$ cat src/rtl/wlqe_pkg.sv
// ----------------------------------------------------------------------------
// wlqe_pkg
// Shared widths, constants and types of the wide line quad expander.
// ----------------------------------------------------------------------------
package wlqe_pkg;

	localparam int COORD_W = 24;
	localparam int WIDTH_W = 23;
	localparam int DELTA_W = COORD_W + 1;
	localparam int SQR_W   = 2 * DELTA_W - 1;   // one square, unsigned
	localparam int SUM_W   = SQR_W + 1;
	localparam int RAD_W   = SUM_W + 12;        // radicand, sum scaled by 4096
	localparam int ROOT_W  = RAD_W / 2;
	localparam int QUO_W   = 17;                // quotient never exceeds 65536
	localparam int NUM_W   = ROOT_W + QUO_W - 1;
	localparam int DIR_W   = QUO_W + 1;
	localparam int PROD_W  = WIDTH_W + 1 + DIR_W;
	localparam int OFS_W   = COORD_W + 1;
	localparam int SUM3_W  = COORD_W + 3;

	localparam int SQRT_STAGES = ROOT_W;
	localparam int DIV_STAGES  = QUO_W;

	localparam logic signed [DIR_W-1:0]  DIR_ONE = 18'sd65536;
	localparam logic signed [COORD_W-1:0] SAT_MAX = 24'sh7FFFFF;
	localparam logic signed [COORD_W-1:0] SAT_MIN = 24'sh800000;

	typedef struct packed {
		logic signed [COORD_W-1:0] sx;
		logic signed [COORD_W-1:0] sy;
		logic signed [COORD_W-1:0] ex;
		logic signed [COORD_W-1:0] ey;
		logic [WIDTH_W-1:0]        w;
		logic signed [DELTA_W-1:0] dx;
		logic signed [DELTA_W-1:0] dy;
		logic                      zero;
	} seg_t;

endpackage

$ cat src/rtl/wlqe_div.sv
// ----------------------------------------------------------------------------
// wlqe_div
// Pipelined restoring divider, one quotient bit per register stage.
// ----------------------------------------------------------------------------
module wlqe_div (
	input  logic                        clk,
	input  logic                        en,
	input  logic [wlqe_pkg::NUM_W-1:0]  num,
	input  logic [wlqe_pkg::ROOT_W-1:0] den,
	output logic [wlqe_pkg::QUO_W-1:0]  quo
);
	import wlqe_pkg::*;

	logic [NUM_W-1:0]  rem_s [0:DIV_STAGES];
	logic [ROOT_W-1:0] den_s [0:DIV_STAGES];
	logic [QUO_W-1:0]  quo_s [0:DIV_STAGES];

	assign rem_s[0] = num;
	assign den_s[0] = den;
	assign quo_s[0] = '0;

	for (genvar k = 0; k < DIV_STAGES; k++) begin : g_stage
		localparam int I = QUO_W - 1 - k;
		logic [NUM_W-1:0] trial;
		logic             take;

		assign trial = {{(NUM_W-ROOT_W){1'b0}}, den_s[k]} << I;
		assign take  = rem_s[k] >= trial;

		always_ff @(posedge clk) begin
			if (en) begin
				rem_s[k+1] <= take ? rem_s[k] - trial : rem_s[k];
				den_s[k+1] <= den_s[k];
				quo_s[k+1] <= take ? (quo_s[k] | (QUO_W'(1) << I)) : quo_s[k];
			end
		end
	end

	assign quo = quo_s[DIV_STAGES];

endmodule

$ cat config.mk
export PLATFORM = sky130hd
export DESIGN_NAME = wlqe_div
export DESIGN_NICKNAME = d
export VERILOG_FILES = /design/src/rtl/wlqe_pkg.sv /design/src/rtl/wlqe_div.sv
export SDC_FILE = /design/constraint.sdc
export NUM_CORES = 2
export LEC_CHECK = 0
export ABC_CLOCK_PERIOD_IN_PS = 3800
export BUFFER_PORTS_ARGS = -buffer_cell sky130_fd_sc_hd__buf_2
export CAP_MARGIN = 20
export CORE_ASPECT_RATIO = 1.25
export CORE_UTILIZATION = 40
export CTS_CLUSTER_DIAMETER = 50
export DETAILED_ROUTE_END_ITERATION = 8
export PLACE_DENSITY_LB_ADDON = 0.08
export SYNTH_ARGS = -nofsm -noshare
export SYNTH_HDL_FRONTEND = slang
export SYNTH_SLANG_ARGS = --single-unit
export TNS_END_PERCENT = 50
$ cat constraint.sdc
create_clock -name clk -period 3.8 [get_ports clk]
set_clock_uncertainty 0.15 [all_clocks]
set_input_delay 0.76 -clock clk [delete_from_list [all_inputs] [get_ports clk]]
set_output_delay 0.76 -clock clk [all_outputs]
set_load 0.02 [all_outputs]
# Word-level counts from Yosys, hierarchy flattened
# Index checks and enable logic that the tools add are counted.
[totals]
in_bits = 80
wordCells = 115
output_inout_bits = 17
reg_bits = 1537
[classes]
muxes = 17
n_addsub = 16
order_cmp = 17
[ops]
columns = ["cell", "n"]
rows = [
  ["2-to-1 mux 47 bit", 16],
  ["greater-or-equal comparator 47 x 31 -> 1 bit", 1],
  ["greater-or-equal comparator 47 x 32 -> 1 bit", 1],
  ["greater-or-equal comparator 47 x 33 -> 1 bit", 1],
  ["greater-or-equal comparator 47 x 34 -> 1 bit", 1],
  ["greater-or-equal comparator 47 x 35 -> 1 bit", 1],
  ["greater-or-equal comparator 47 x 36 -> 1 bit", 1],
  ["greater-or-equal comparator 47 x 37 -> 1 bit", 1],
  ["greater-or-equal comparator 47 x 38 -> 1 bit", 1],
  ["greater-or-equal comparator 47 x 39 -> 1 bit", 1],
  ["greater-or-equal comparator 47 x 40 -> 1 bit", 1],
  ["greater-or-equal comparator 47 x 41 -> 1 bit", 1],
  ["greater-or-equal comparator 47 x 42 -> 1 bit", 1],
  ["greater-or-equal comparator 47 x 43 -> 1 bit", 1],
  ["greater-or-equal comparator 47 x 44 -> 1 bit", 1],
  ["greater-or-equal comparator 47 x 45 -> 1 bit", 1],
  ["greater-or-equal comparator 47 x 46 -> 1 bit", 1],
  ["greater-or-equal comparator 47 bit", 1],
  ["subtractor 47 x 32 -> 47 bit", 1],
  ["subtractor 47 x 33 -> 47 bit", 1],
  ["subtractor 47 x 34 -> 47 bit", 1],
  ["subtractor 47 x 35 -> 47 bit", 1],
  ["subtractor 47 x 36 -> 47 bit", 1],
  ["subtractor 47 x 37 -> 47 bit", 1],
  ["other kinds (11)", 11],
]

# Longest topological paths before layout
[depth]
ltp_word = 2
depth_mapped = 17
mapped_depth_nobuf = 14

# Worst setup path after synthesis
# OpenSTA, ideal clock, no wires.
[synth_timing]
path_kind = "register to register"
start = "reg rem_s[239] (netlist bit)"
end = "reg rem_s[228] (netlist bit) (data pin)"
setup_time_ps = 273
path_slack_ps = 89
synth_period_minus_slack_ps = 3711
path_stages_with_launch = 15
n_path_buf = 0
required_time_ps = 3377
t_arrival_ps = 3288
path_cell_list = "edfxtp_1 inv_1 ha_1 inv_1 fa_1 a211oi_1 nor2_1 o21ai_0 o21ai_0 a221o_1 a21o_1 a41oi_1 o2111ai_1 nor4b_1 xor2_1"
[synth_via]
elab_chain_cells = 2
elab_cells_between_ends = 3
cone_classes = "add/sub: 1; order compare: 1; mux: 1"
[synth_lines]
columns = ["item", "line_no", "text"]
rows = [
  ["start, declared", "wlqe_div.sv:14", "logic [NUM_W-1:0] rem_s [0:DIV_STAGES];"],
  ["start signal, assigned by index", "wlqe_div.sv:32", "rem_s[k+1] <= take ? rem_s[k] - trial : rem_s[k];"],
  ["subtractor 47 x 35 -> 47 bit / greater-or-equal comparator 47 x 35 -> 1 bit (equally long branches)", "wlqe_div.sv:32, wlqe_div.sv:28", ""],
  ["2-to-1 mux 47 bit *", "wlqe_div.sv:32", ""],
]
# Every way passes the cells marked *; elsewhere a longest branch is shown, timed or not.
# A chain may end at the register's enable or synchronous reset.

# Worst setup path in the final report
[layout_timing]
start = "reg rem_s[287] (netlist bit)"
end = "reg rem_s[276] (netlist bit) (data pin)"
[layout_via]
elab_chain_cells = 2
elab_cells_between_ends = 3
cone_classes = "add/sub: 1; order compare: 1; mux: 1"
[layout_lines]
columns = ["item", "line_no"]
rows = [
  ["subtractor 47 x 36 -> 47 bit / greater-or-equal comparator 47 x 36 -> 1 bit (equally long branches)", "wlqe_div.sv:32, wlqe_div.sv:28"],
  ["2-to-1 mux 47 bit *", "wlqe_div.sv:32"],
]
# Marked as above.

==> impl_results.rst <==
.. list-table::
   :header-rows: 1

   * - Metric
     - Value
   * - Top post-synthesis cells by area
     - sky130_fd_sc_hd__edfxtp_1 (53%), sky130_fd_sc_hd__ha_1 (8.3%), sky130_fd_sc_hd__a21oi_1 (4.2%)
   * - Yosys warns
     - 0
   * - Number of cells on the worst reg-to-reg path
     - 14
   * - CP endpoint kind
     - flip-flop
   * - Worst EP required
     - 4.22 ns
   * - Master cell of the clock root buffer
     - sky130_fd_sc_hd__clkbuf_16
   * - NumNets Final
     - ~9000
   * - Drt pass-1 iters
     - 5
   * - Worst Min Path Start
     - num[32]
   * - Share of synthesized registers carrying an async set or reset
     - 0%
   * - Share of cells above drive strength 1
     - 20.8%
   * - Slew Limit Headroom
     - between 40% and 50%
   * - Maximum fanout encountered on the critical timing path
     - 3
   * - Run status
     - finished, final reports clean
   * - Worst reg2reg endpoint
     - rem_s[276]
   * - Arrival time at the worst endpoint
     - about 4.2 ns
   * - Number of rows in the core area
     - ~180
   * - Number of buffers inserted during clock tree synthesis
     - about 170
   * - Starting DRT DRC Count
     - approximately 2000
   * - Leading area contributor after synthesis
     - sky130_fd_sc_hd__edfxtp_1
   * - Pin count of the biggest net entering global routing
     - 95
   * - Congestion Overflow GR
     - 0
   * - Post-synth top area share
     - between 50% and 60%
   * - Wire length of the first global-routing pass
     - 330 mm
   * - Post-Route WL
     - 220 mm
   * - Overall fraction of global-route tracks in use
     - a little over a fifth
   * - Die height
     - ~500 µm
   * - CTS tree
     - built
   * - Remaining design rule violation count
     - 0
   * - H-Tree Depth
     - 4
   * - Number of antenna violations at the first check in global routing
     - 4
   * - Core area
     - 197000 µm²
   * - Filler Cells Inserted
     - roughly 18000
   * - Initial core utilization
     - 40.2%
   * - Remaining antenna violation count after routing
     - 0
   * - Synthesized cell area
     - approximately 79000 µm²
   * - Number of different library cells in the post-synthesis netlist
     - 97
   * - Max Clk Rate
     - between 0.2 and 0.3 GHz
   * - Static Leakage
     - a little over 40 nW
   * - Post-Route Utilization
     - between 50% and 60%
   * - Slew of the pin with the lowest slew margin
     - just over 0.8 ns
   * - Post-synthesis to final-layout area growth
     - 24.5%
   * - Number of setup violations in the final report
     - 0
   * - Post-synth EDFFs
     - approximately 1400
   * - Worst flop-to-flop path startpoint
     - rem_s[287]
   * - Area of the die
     - roughly 200000 µm²
   * - Maximum count of clock buffers along a single path
     - 3
   * - Routed wire length per instance
     - ~20 µm
   * - Commonest non-fill, non-tap cells in the layout
     - sky130_fd_sc_hd__edfxtp_1 (1401), sky130_fd_sc_hd__buf_4 (981), sky130_fd_sc_hd__inv_1 (667)
   * - Power per cell area
     - ~760 nW/µm²
   * - X dimension of the die
     - between 300 and 400 µm
   * - Number of hold violations in the final report
     - 0
   * - Worst min path class
     - primary input to flip-flop
   * - Count of final max-slew check failures
     - 0
   * - Synthesized net count
     - about 8000
   * - Crit share post-route
     - slightly below 100%
   * - Average instance area after synthesis
     - 10.9 µm²
   * - Number of maximum-capacitance violations
     - 0
   * - Portion of the post-synthesis area used by sequential elements
     - approximately 53%
   * - Sinks on Clock Net
     - approximately 1400
   * - Final weighted congestion in routability-driven placement
     - 0.956
   * - Synthesis-stage register bit count
     - 1401
   * - Summed negative setup slack over all endpoints
     - 0 ns
   * - RSZ-0062 raised after global routing
     - true
   * - Worst setup SP type
     - flip-flop
   * - Count of input and output buffers
     - between 90 and 100
   * - Clock Pin Slew Worst Setup and Hold Paths
     - 0.06 ns
   * - Vias in the first global route
     - around 62000
   * - Maximum VDD drop
     - between 0.0005 and 0.0006 V
   * - Design Power
     - between 0.07 and 0.08 W
   * - Leading cell type in the layout, fill and taps excluded
     - sky130_fd_sc_hd__edfxtp_1
   * - Most common flop cell mapped by yosys
     - sky130_fd_sc_hd__edfxtp_1
   * - Io pins
     - 97
   * - Register-to-register setup slack
     - about 0.029 ns
   * - Crit path time final
     - around 3.8 ns
   * - CP Class
     - flip-flop to flip-flop
   * - End point of the worst hold path
     - rem_s[784]
   * - Vias
     - between 50000 and 60000
   * - Via count normalized by instance count
     - between 5 and 6
   * - Latest clock arrival within the worst-skew pair
     - between 0.8 and 0.9 ns
   * - Worst hold stages
     - 3
   * - Post-detail-place hpwl
     - about 180 mm
   * - Cells after synthesis
     - between 7000 and 8000
-- worst max path at each step --
stage,cells after the start,end,startpoint
finish,14,rem_s[276],rem_s[287]
global route,16,rem_s[344],rem_s[383]
CTS,14,rem_s[276],den_s[186]
detailed placement,15,rem_s[373],rem_s[408]
global placement,16,rem_s[779],den[12]
floorplan,14,rem_s[228],rem_s[239]
-- state kept, by name, indices dropped and copies added (netlist names) --
register  cells
den_s       496
quo          17
quo_s       136
rem_s       752
-- cell type report --
cell class	instances	area, µm²	share of cell area [%]
well taps	2576	3220	3.28
inverters	679	2550	2.59
diodes	9	22.5	0.0229
multi-input cells	4960	34900	35.5
clock inverters	119	1450	1.47
clock buffers	196	4370	4.44
repair buffers	1200	9760	9.92
flip-flops and latches	1401	42100	42.8
-- synth_stat cells (72+ instances only) --
cell type	number
sky130_fd_sc_hd__edfxtp_1	1401
sky130_fd_sc_hd__ha_1	527
sky130_fd_sc_hd__inv_1	677
sky130_fd_sc_hd__nand4_1	99
sky130_fd_sc_hd__nand3_1	134
sky130_fd_sc_hd__xor2_1	231
sky130_fd_sc_hd__mux2_2	72
sky130_fd_sc_hd__nor3_1	89
sky130_fd_sc_hd__a21o_1	276
sky130_fd_sc_hd__xnor2_1	301
sky130_fd_sc_hd__nand2_1	577
sky130_fd_sc_hd__o21ai_0	490
sky130_fd_sc_hd__nor2_1	476
sky130_fd_sc_hd__clkbuf_1	169
sky130_fd_sc_hd__nor2b_1	74
sky130_fd_sc_hd__a21oi_1	662
-- kinds of logic after synthesis --
| group | share of synthesized area (%) |
|---|---|
| XOR/XNOR | 5.92 |
| AO/OA/AOI/OAI | 15.4 |
| AND/OR/NAND/NOR | 11.1 |
| multiplexers | 1.14 |
| flip-flops | 53.2 |
| adder cells (fa/ha/maj) | 8.75 |
| buffers and inverters | 4.48 |
-- where the power goes --
part	internal, W	switching [W]	leakage, nW	total (W)
logic	0.0154	0.0184	24.0	0.0338
clock network	0.00971	0.00684	2.79	0.0166
registers	0.0222	0.00214	13.6	0.0243
total	0.0473	0.0274	40.3	0.0747
-- critical path, stage by stage, from the launching register on --
cell	delay [ns]
sky130_fd_sc_hd__edfxtp_1	0.40
sky130_fd_sc_hd__inv_2	0.08
sky130_fd_sc_hd__ha_4	0.14
sky130_fd_sc_hd__fa_2	0.22
sky130_fd_sc_hd__nor2b_2	0.04
sky130_fd_sc_hd__o21ai_1	0.11
sky130_fd_sc_hd__nand2b_1	0.12
sky130_fd_sc_hd__a2111o_1	0.53
sky130_fd_sc_hd__a211oi_4	0.29
sky130_fd_sc_hd__buf_12	0.16
sky130_fd_sc_hd__or4b_4	0.15
sky130_fd_sc_hd__a31o_2	0.16
sky130_fd_sc_hd__or4b_4	0.49
sky130_fd_sc_hd__or3_4	0.34
sky130_fd_sc_hd__xnor2_1	0.12
-- per-stage QoR --
step	std cells	instance area, µm²	setup WS [ns]	hold WS [ns]
2_1_floorplan	7272	79000	0.0894	0.250
3_3_place_gp	10714	89900	-1.18	0.250
3_5_place_dp	10715	89900	-0.827	0.255
4_1_cts	11095	96900	-0.0114	0.00555
5_1_grt	11140	98400	-0.0883	0.0444
6_report	11140	98400	0.0290	0.0775
-- layer usage --
layer / vias up / GRT usage [%] / wire [µm]
met1: 27294 / 15.5 / 61300
met4: 0 / 17.8 / 21400
li1: 28913 / - / -
met5: - / 0 / 0
met3: 689 / 2.65 / 4860
met2: 1030 / 47.4 / 132000
-- repair_timing --
item                                    in CTS  in global routing
setup buffers                               15                 33
hold endpoints to repair                    49                  0
endpoints found under the setup margin     315                350
hold buffers                                49                  0
resized for setup                           99                245
gates cloned                                 1                  7
pin swaps                                   33                 81
(Power assumes the default switching activity.)
